===== src/sv/kec_pkg.sv =====
// Keyboard event controller: shared types and constants.
// No dependencies; used by the key cell and the top level.
`default_nettype none
package kec_pkg;

	localparam logic [1:0] ACT_PRESS   = 2'd0;
	localparam logic [1:0] ACT_RELEASE = 2'd1;
	localparam logic [1:0] ACT_WRITE   = 2'd2;
	localparam logic [1:0] ACT_COMMAND = 2'd3;

	localparam logic [31:0] CMD_POP   = 32'd1;
	localparam logic [31:0] CMD_RESET = 32'd2;
	localparam logic [31:0] CMD_CHECK = 32'd3;

	localparam logic [31:0] RELEASE_MARK = 32'h0000_8000;
	localparam logic [31:0] EMPTY_PORT   = 32'h0000_FFFF;

	// key event broadcast to every cell
	typedef struct packed {
		logic press;
		logic release_ev;
		logic clear;
	} ev_t;

	// scan token handed from cell to cell
	typedef struct packed {
		logic valid;
		logic check;
		logic found;
		logic rel;
		logic held;
	} tok_t;

endpackage
`default_nettype wire


===== src/sv/kec_in_if.sv =====
// Keyboard event controller: input item channel (valid/ready plus payload).
// Depends on nothing.
`default_nettype none
interface kec_in_if;
	logic        valid;
	logic        ready;
	logic [1:0]  action;
	logic [7:0]  key_code;
	logic [31:0] port_value;
	logic [31:0] command;

	modport source (output valid, action, key_code, port_value, command, input ready);
	modport sink (input valid, action, key_code, port_value, command, output ready);
endinterface
`default_nettype wire


===== src/sv/kec_out_if.sv =====
// Keyboard event controller: result item channel (valid/ready plus payload).
// Depends on nothing.
`default_nettype none
interface kec_out_if;
	logic        valid;
	logic        ready;
	logic [31:0] port_a;
	logic        irq_raise;

	modport source (output valid, port_a, irq_raise, input ready);
	modport sink (input valid, port_a, irq_raise, output ready);
endinterface
`default_nettype wire


===== src/sv/kec_cell.sv =====
// Keyboard event controller: one key cell holding press/release/held flags.
// Depends on kec_pkg; chained by the top level, token registered per cell.
`default_nettype none
module kec_cell #(
	parameter int IW    = 7,
	parameter int INDEX = 0
) (
	input  wire logic          clk,
	input  wire logic          arst_n,
	input  wire kec_pkg::ev_t  ev,
	input  wire logic [IW-1:0] ev_idx,
	input  wire kec_pkg::tok_t tok_prev,
	input  wire logic [IW-1:0] idx_prev,
	output kec_pkg::tok_t      tok_next,
	output logic [IW-1:0]      idx_next
);

	localparam logic [IW-1:0] MY_IDX = IW'(INDEX);

	logic          press_q;
	logic          rel_q;
	logic          held_q;
	kec_pkg::tok_t tok_q;
	logic [IW-1:0] idx_q;
	logic          mine;
	logic          scan;

	assign mine = (ev_idx == MY_IDX);
	assign scan = tok_prev.valid && !tok_prev.found;

	always_ff @(posedge clk or negedge arst_n) begin
		if (!arst_n) begin
			press_q <= 1'b0;
			rel_q   <= 1'b0;
			held_q  <= 1'b0;
			tok_q   <= '0;
		end else begin
			tok_q <= tok_prev;
			if (ev.clear) begin
				press_q <= 1'b0;
				rel_q   <= 1'b0;
				held_q  <= 1'b0;
			end else if (ev.press && mine) begin
				press_q <= 1'b1;
				held_q  <= 1'b1;
			end else if (ev.release_ev && mine) begin
				rel_q  <= 1'b1;
				held_q <= 1'b0;
			end else if (scan && !tok_prev.check) begin
				if (rel_q) begin
					rel_q       <= 1'b0;
					press_q     <= 1'b0;
					tok_q.found <= 1'b1;
					tok_q.rel   <= 1'b1;
				end else if (press_q) begin
					press_q     <= 1'b0;
					tok_q.found <= 1'b1;
					tok_q.rel   <= 1'b0;
				end
			end else if (scan && idx_prev == MY_IDX) begin
				tok_q.found <= 1'b1;
				tok_q.held  <= held_q;
			end
		end
	end

	always_ff @(posedge clk) begin
		if (scan && !tok_prev.check && (rel_q || press_q))
			idx_q <= MY_IDX;
		else
			idx_q <= idx_prev;
	end

	assign tok_next = tok_q;
	assign idx_next = idx_q;

endmodule
`default_nettype wire


===== src/sv/keyboard_event_controller_core.sv =====
// Keyboard event controller top level: decoder, port register and key cell chain.
// Depends on kec_pkg, kec_in_if, kec_out_if and kec_cell.
//
// Usage:
//   key_ch carries one item per transfer: action, key_code, port_value, command.
//   res_ch returns exactly one result per item: port_a and irq_raise.
//   cfg_we/cfg_wdata write irq_enable; write it only while the block is idle.
// Timing:
//   Key events, port writes, reset, out-of-range checks and unknown commands
//   give a registered result; the next item can be taken in the same cycle
//   as that result is transferred.
//   Pop and in-range check commands send a token down the chain of
//   MAX_KEY_INDEX+1 key cells, one cell per cycle; the token is registered
//   at the chain head and in each cell, and the result when it leaves.
//   key_ch.ready stays low while a token is in the chain.
// Reset:
//   arst_n clears all key flags, sets the port to 0xFFFF and irq_enable to 0.
// Stall:
//   a result not yet taken on res_ch holds key_ch.ready low; nothing is lost.
`default_nettype none
module keyboard_event_controller_core #(
	parameter int MAX_KEY_INDEX = 127
) (
	input  wire logic  clk,
	input  wire logic  arst_n,
	kec_in_if.sink     key_ch,
	kec_out_if.source  res_ch,
	input  wire logic  cfg_we,
	input  wire logic  cfg_wdata
);

	localparam int NUM_KEYS = MAX_KEY_INDEX + 1;
	localparam int IW       = (NUM_KEYS > 2) ? $clog2(NUM_KEYS) : 1;
	localparam logic [31:0] MAX_IDX = 32'(MAX_KEY_INDEX);

	kec_pkg::tok_t tok [NUM_KEYS+1];
	logic [IW-1:0] idx [NUM_KEYS+1];

	logic          irq_en_q;
	logic [31:0]   port_q;
	logic          busy_q;
	logic          out_valid_q;
	logic [31:0]   out_port_q;
	logic          out_irq_q;
	kec_pkg::tok_t tok0_q;
	logic [IW-1:0] idx0_q;

	logic          accept;
	logic          key_ok;
	logic [IW-1:0] ev_idx;
	kec_pkg::ev_t  ev;
	logic          start_scan;
	logic          is_check;
	logic [31:0]   imm_port;
	logic          imm_irq;
	logic [31:0]   scan_port;
	kec_pkg::tok_t tok_end;
	logic [IW-1:0] idx_end;

	assign key_ch.ready = !busy_q && (!out_valid_q || res_ch.ready);
	assign accept       = key_ch.valid && key_ch.ready;

	assign key_ok = (key_ch.key_code != 8'd0)
		&& ((32'(key_ch.key_code) - 32'd1) <= MAX_IDX);
	assign ev_idx = IW'(32'(key_ch.key_code) - 32'd1);

	always_comb begin
		ev         = '0;
		start_scan = 1'b0;
		is_check   = 1'b0;
		imm_port   = port_q;
		imm_irq    = 1'b0;
		unique case (key_ch.action)
			kec_pkg::ACT_PRESS: begin
				ev.press = accept && key_ok;
				imm_irq  = key_ok && irq_en_q;
			end
			kec_pkg::ACT_RELEASE: begin
				ev.release_ev = accept && key_ok;
				imm_irq       = key_ok && irq_en_q;
			end
			kec_pkg::ACT_WRITE: begin
				imm_port = key_ch.port_value;
			end
			kec_pkg::ACT_COMMAND: begin
				if (key_ch.command == kec_pkg::CMD_POP) begin
					start_scan = accept;
				end else if (key_ch.command == kec_pkg::CMD_RESET) begin
					ev.clear = accept;
					imm_port = kec_pkg::EMPTY_PORT;
				end else if (key_ch.command == kec_pkg::CMD_CHECK) begin
					if (port_q <= MAX_IDX) begin
						start_scan = accept;
						is_check   = 1'b1;
					end else begin
						imm_port = 32'd0;
					end
				end
			end
			default: ;
		endcase
	end

	assign tok[0] = tok0_q;
	assign idx[0] = idx0_q;

	for (genvar g = 0; g < NUM_KEYS; g++) begin : g_cell
		kec_cell #(
			.IW    (IW),
			.INDEX (g)
		) u_cell (
			.clk      (clk),
			.arst_n   (arst_n),
			.ev       (ev),
			.ev_idx   (ev_idx),
			.tok_prev (tok[g]),
			.idx_prev (idx[g]),
			.tok_next (tok[g+1]),
			.idx_next (idx[g+1])
		);
	end

	assign tok_end = tok[NUM_KEYS];
	assign idx_end = idx[NUM_KEYS];

	always_comb begin
		if (tok_end.check)
			scan_port = tok_end.held ? 32'd1 : 32'd0;
		else if (!tok_end.found)
			scan_port = kec_pkg::EMPTY_PORT;
		else if (tok_end.rel)
			scan_port = 32'(idx_end) | kec_pkg::RELEASE_MARK;
		else
			scan_port = 32'(idx_end);
	end

	always_ff @(posedge clk or negedge arst_n) begin
		if (!arst_n) begin
			irq_en_q    <= 1'b0;
			port_q      <= kec_pkg::EMPTY_PORT;
			busy_q      <= 1'b0;
			out_valid_q <= 1'b0;
			tok0_q      <= '0;
		end else begin
			if (cfg_we)
				irq_en_q <= cfg_wdata;
			tok0_q <= '0;
			if (out_valid_q && res_ch.ready)
				out_valid_q <= 1'b0;
			if (start_scan) begin
				busy_q       <= 1'b1;
				tok0_q.valid <= 1'b1;
				tok0_q.check <= is_check;
			end else if (accept) begin
				port_q      <= imm_port;
				out_valid_q <= 1'b1;
			end
			if (tok_end.valid) begin
				busy_q      <= 1'b0;
				port_q      <= scan_port;
				out_valid_q <= 1'b1;
			end
		end
	end

	always_ff @(posedge clk) begin
		idx0_q <= IW'(port_q);
		if (tok_end.valid) begin
			out_port_q <= scan_port;
			out_irq_q  <= 1'b0;
		end else if (accept && !start_scan) begin
			out_port_q <= imm_port;
			out_irq_q  <= imm_irq;
		end
	end

	assign res_ch.valid     = out_valid_q;
	assign res_ch.port_a    = out_port_q;
	assign res_ch.irq_raise = out_irq_q;

	a_busy_blocks_input: assert property (@(posedge clk) disable iff (!arst_n)
		busy_q |-> !key_ch.ready)
		else $error("item taken while a scan is in the chain");

	a_scan_injects_token: assert property (@(posedge clk) disable iff (!arst_n)
		$rose(busy_q) |-> tok0_q.valid)
		else $error("scan started without a token at the head of the chain");

	a_token_needs_busy: assert property (@(posedge clk) disable iff (!arst_n)
		tok_end.valid |-> busy_q)
		else $error("token left the chain with no scan in progress");

	a_scan_end_gives_result: assert property (@(posedge clk) disable iff (!arst_n)
		$fell(busy_q) |-> out_valid_q)
		else $error("scan finished without a result");

endmodule
`default_nettype wire

===== src/flat_wrapper.sv =====
// flat-port wrapper written by rule: the top's interface ports become plain ports
module keyboard_event_controller_core_flat 
#(
	parameter int MAX_KEY_INDEX = 127
)
  (clk, arst_n, cfg_we, cfg_wdata, key_ch_valid, key_ch_action, key_ch_key_code, key_ch_port_value, key_ch_command, key_ch_ready, res_ch_valid, res_ch_port_a, res_ch_irq_raise, res_ch_ready);
  kec_in_if key_ch_i ();
  kec_out_if res_ch_i ();
  input  wire logic clk;
  input  wire logic arst_n;
  input  wire logic cfg_we;
  input  wire logic cfg_wdata;
  input wire logic [$bits(key_ch_i.valid)-1:0] key_ch_valid;
  input wire logic [$bits(key_ch_i.action)-1:0] key_ch_action;
  input wire logic [$bits(key_ch_i.key_code)-1:0] key_ch_key_code;
  input wire logic [$bits(key_ch_i.port_value)-1:0] key_ch_port_value;
  input wire logic [$bits(key_ch_i.command)-1:0] key_ch_command;
  output wire logic [$bits(key_ch_i.ready)-1:0] key_ch_ready;
  output wire logic [$bits(res_ch_i.valid)-1:0] res_ch_valid;
  output wire logic [$bits(res_ch_i.port_a)-1:0] res_ch_port_a;
  output wire logic [$bits(res_ch_i.irq_raise)-1:0] res_ch_irq_raise;
  input wire logic [$bits(res_ch_i.ready)-1:0] res_ch_ready;
  assign key_ch_i.valid = key_ch_valid;
  assign key_ch_i.action = key_ch_action;
  assign key_ch_i.key_code = key_ch_key_code;
  assign key_ch_i.port_value = key_ch_port_value;
  assign key_ch_i.command = key_ch_command;
  assign key_ch_ready = key_ch_i.ready;
  assign res_ch_valid = res_ch_i.valid;
  assign res_ch_port_a = res_ch_i.port_a;
  assign res_ch_irq_raise = res_ch_i.irq_raise;
  assign res_ch_i.ready = res_ch_ready;
  keyboard_event_controller_core #(.MAX_KEY_INDEX(MAX_KEY_INDEX)) u_core (.clk(clk), .arst_n(arst_n), .key_ch(key_ch_i), .res_ch(res_ch_i), .cfg_we(cfg_we), .cfg_wdata(cfg_wdata));
endmodule

===== config.mk =====
export PLATFORM = sky130hd
export DESIGN_NAME = keyboard_event_controller_core_flat
export DESIGN_NICKNAME = d
export VERILOG_FILES = /design/src/sv/kec_pkg.sv /design/src/sv/kec_in_if.sv /design/src/sv/kec_out_if.sv /design/src/sv/kec_cell.sv /design/src/sv/keyboard_event_controller_core.sv /design/src/flat_wrapper.sv
export SDC_FILE = /design/constraint.sdc
export NUM_CORES = 2
export LEC_CHECK = 0
export BUFFER_PORTS_ARGS = -buffer_cell sky130_fd_sc_hd__buf_2
export CAP_MARGIN = 20
export CELL_PAD_IN_SITES_DETAIL_PLACEMENT = 0
export CELL_PAD_IN_SITES_GLOBAL_PLACEMENT = 1
export CORE_MARGIN = 3
export CORE_UTILIZATION = 55
export CTS_CLUSTER_DIAMETER = 30
export CTS_CLUSTER_SIZE = 24
export DETAILED_ROUTE_END_ITERATION = 7
export PLACE_DENSITY = 0.87
export SYNTH_ARGS = -nofsm -noshare
export SYNTH_HDL_FRONTEND = slang
export SYNTH_SLANG_ARGS = --single-unit

===== constraint.sdc =====
create_clock -name clk -period 5.65 [get_ports clk]
set_input_delay 0.565 -clock clk [delete_from_list [all_inputs] [get_ports clk]]
set_output_delay 0.565 -clock clk [all_outputs]
set_load 0.02 [all_outputs]

==> results_dict.tcl <==
set metrics [dict create \
    status "finished, final reports clean" \
    synthAdderAreaFrac_pct 0 \
    portBuffers 114 \
    crit_end "u_core.g_cell[28].u_cell.tok_next[0]$_DFF_PN0_" \
    r2r_cells 7 \
    cp_top_family "simple AND/OR/NAND/NOR gates" \
    cts-root-buf "clkbuf_16" \
    tns_ps 0 \
    yosys.area_share.xor_xnor_pct 0.0609 \
    wire_per_inst_um 22.0 \
    startpoint_type "flip-flop" \
    peakVddDrop_uv 341 \
    synth_top_cell_area_share_pct 36.3 \
    setup-violations-final 0 \
    avgSynthCellArea_um2 11.4 \
    clock_latency_ps 900 \
    num_vias 51238 \
    synthMuxAreaShare_pct 1.99 \
    p_leak_nw 39.9 \
    grt_pass1_vias 52762 \
    arrival_ps 4500 \
    synth-compound-area-share_pct 12.5 \
    synth_top_family_by_area "simple AND/OR/NAND/NOR gates" \
    ys.flop_type "dfrtp_1" \
    drt-pass1-iter-count 6 \
    antenna_found_initial 12 \
    cpPeakStageDelay_ps 770 \
    reg2reg_slack_ps 1860 \
    syn_inst 6300 \
    rsz0062_at_grt "no" \
    path_buf_inv 2 \
    gp_congestion 0.886 \
    drc_errors 0 \
    max_freq_ghz 0.264 \
    dpl.cell_count 8022 \
    cts_tree "done" \
    finalWorstPathRequiredPeriod_ps 3790 \
    syn_nets 6380 \
    startpoint "u_core.busy_q$_DFFE_PN0P_" \
    clockBufferDepth 4 \
    netlist_area_um2 72000 \
    grt_pass1_wl_um 302000 \
    synth_enable_flop_cells 32 \
    crit_type "flip-flop to flip-flop" \
    cts_sinks 1997 \
    drt_iter0_markers 4506 \
    syn_to_final_growth_pct 22.1 \
    ys_top_cells_by_count "dfrtp_1 (1,045), dfxtp_1 (904), o21ai_0 (499)" \
    num_io_pins 115 \
    netlist_top_cells_area "dfrtp_1 (36%), dfxtp_1 (25%), nor2b_1 (4.3%), or2_2 (3.9%), o21ai_0 (3.5%)" \
    drv_cap 0 \
    critPathRequiredTime_ps 6370 \
    cp_cell_sequence "inv_1 -> nand3_2 -> nor4_4 -> buf_12 -> a21oi_1 -> nand2_1 -> mux2_2" \
    ys_warn_count 0 \
    rows 132 \
    grt_start_max_net_pins 162 \
    synth_area_leader_cell "dfrtp_1" \
    finalPower_w 0.0388 \
    crit_fanout 120 \
    core_um2 130000 \
    hold_viol 0 \
    synthArstFlopShare_pct 53.1 \
    dieArea_um2 135000 \
    viasPerCell 5.87 \
    worst_setup_path_end_kind "flip-flop" \
    cts_buffers 372 \
    r2r-start "u_core.busy_q$_DFFE_PN0P_" \
    r2r_end "u_core.g_cell[28].u_cell.tok_next[0]$_DFF_PN0_" \
    die_h_um 368 \
    slew_headroom_pct 15.8 \
    ant_nets 0 \
    p_per_area_nw_per_um2 441 \
    ctsHtreeMaxLevel 5 \
    finalNonFillerCells 8724 \
    nNetsFinal 6756 \
    ys_seq_elements 1997 \
    drive_above_1_share_pct 22.2 \
    die_x_um 368 \
    synth_most_common_cell "dfrtp_1" \
    drt_wl_total_um 192000 \
    start_util_pct 55.5 \
    seq_area_frac_synth_pct 63.4 \
    tightest_slew_ps 1250 \
    synth.distinct_cells 90 \
    slew_viol_final 0 \
    grt_use_total_pct 28.3 \
    grt_overflow 0 \
    hp-class "primary input to flip-flop" \
    worst-path-stages 7 \
    skew_ps 59.8 \
    clkSlewWorstSetupHoldPaths_ps 50 \
    dp_hpwl_um 119000 \
    fin_crit_sh_pct 67.0 \
    ctsResizeCount 0 \
    worst_path_max_delay_cell "nand3_2" \
    synth-simple-area-share_pct 20.3 \
]
==> tightest hold or removal path: stages <==
cell and delay, ps:
buf_2 100, a21oi_1 140, or3_1 120, o211ai_1 70
==> layer usage <==
layer  part of all wire [%]  GRT usage [%]
met4                    4.1           12.9
met1                     42           37.9
met3                    7.4           6.41
met5                  0.042              0
met2                     46           44.1
==> area by class of cell <==
class                           instances  area [µm²]
Antenna cell                            5        12.5
Clock buffer                          487       10600
Clock inverter                        188        2170
Fill cell                            9244       41800
Inverter                               74         278
Multi-Input combinational cell       4001       25300
Sequential cell                      1997       45600
Tap cell                             1742        2180
Timing Repair Buffer                  230        1640
==> kinds of logic (layout without fill, tap and decap cells) <==
kind of cell	count (synthesis)	in the layout
other	0	5
multiplexers	127	127
XOR/XNOR	2	2
AND/OR/NAND/NOR	2502	2502
flip-flops	1997	1997
buffers and inverters	302	979
AO/OA/AOI/OAI	1370	1370
==> worst min-delay path by stage <==
stage | depth (start not counted) | to | startpoint | slack [ps]
finish | 4 | u_core.port_q[1]$_DFFE_PN1P_ | key_ch_port_value[1] | 110
global route | 5 | u_core.tok[643]$_DFF_PN0_ | key_ch_command[0] | 130
global placement | 0 | u_core.g_cell[102].u_cell.tok_next[4]$_DFF_PN0_ | u_core.g_cell[101].u_cell.tok_next[4]$_DFF_PN0_ | 360
floorplan | 0 | u_core.busy_q$_DFFE_PN0P_ | arst_n | 270
CTS | 5 | u_core.tok[643]$_DFF_PN0_ | key_ch_command[0] | 50
detailed placement | 0 | u_core.g_cell[104].u_cell.tok_next[4]$_DFF_PN0_ | u_core.g_cell[103].u_cell.tok_next[4]$_DFF_PN0_ | 360
==> cells in the final DEF (no fill, tap or decap), types with 46 or more instances in the layout <==
master     netlist  routed
buf_2           63     114
clkbuf_16        0     392
nor3b_1         51      51
o22ai_1         57      57
dfrtp_1       1045    1044
dfxtp_1        904     904
a21oi_1        204     204
a21o_1          66      66
inv_1           72      72
a32o_1         138     138
clkbuf_8         0      47
buf_4            7      84
nor3_1          98      97
or2_2          451     451
o21a_1         116     116
nand2b_1       174     174
nand4b_1        96      96
nand2_1        306     304
o21ai_0        499     499
mux2_2         123     123
nand3_1        281     276
nor2b_1        491     490
nor2_1         268     256
clkbuf_1       141      48
clkinv_2         0      46
==> registers in the layout, indices dropped and copies added, names as in the netlist <==
signal,count
u_core.idx0_q,7
u_core.irq_en_q,1
u_core.busy_q,1
u_core.g_cell.u_cell.tok_next,640
u_core.res_ch.port_a,32
u_core.tok,2
u_core.g_cell.u_cell.rel_q,128
u_core.g_cell.u_cell.idx_next,896
u_core.g_cell.u_cell.press_q,128
u_core.res_ch.valid,1
u_core.g_cell.u_cell.held_q,128
u_core.res_ch.irq_raise,1
u_core.port_q,32
==> where the power goes <==
part	leakage (nW)	total, W	internal, W	switching, W
combinational	11.2	0.00122	0.000527	0.000689
clock	6.26	0.0222	0.0148	0.00741
sequential	22.4	0.0153	0.0149	0.000368
==> stage by stage <==
| step | instance area (µm²) | hold WS (ps) | util, % | setup slack [ps] |
|---|---|---|---|---|
| 5_1_grt | 87900 | 128 | 67.8 | 1710 |
| 3_5_place_dp | 74800 | 361 | 57.7 | 1590 |
| 2_1_floorplan | 72000 | 269 | - | 3060 |
| 3_3_place_gp | 74800 | 360 | 57.7 | 1700 |
| 6_report | 87900 | 114 | 67.8 | 1860 |
| 4_1_cts | 87800 | 48.9 | 67.7 | 1890 |
==> timing repair <==
item                      in CTS  in global routing
buffers inserted               0                  0
hold buffers                  20                  0
hold endpoints to repair     106                  0
(Power assumes the default switching activity.)
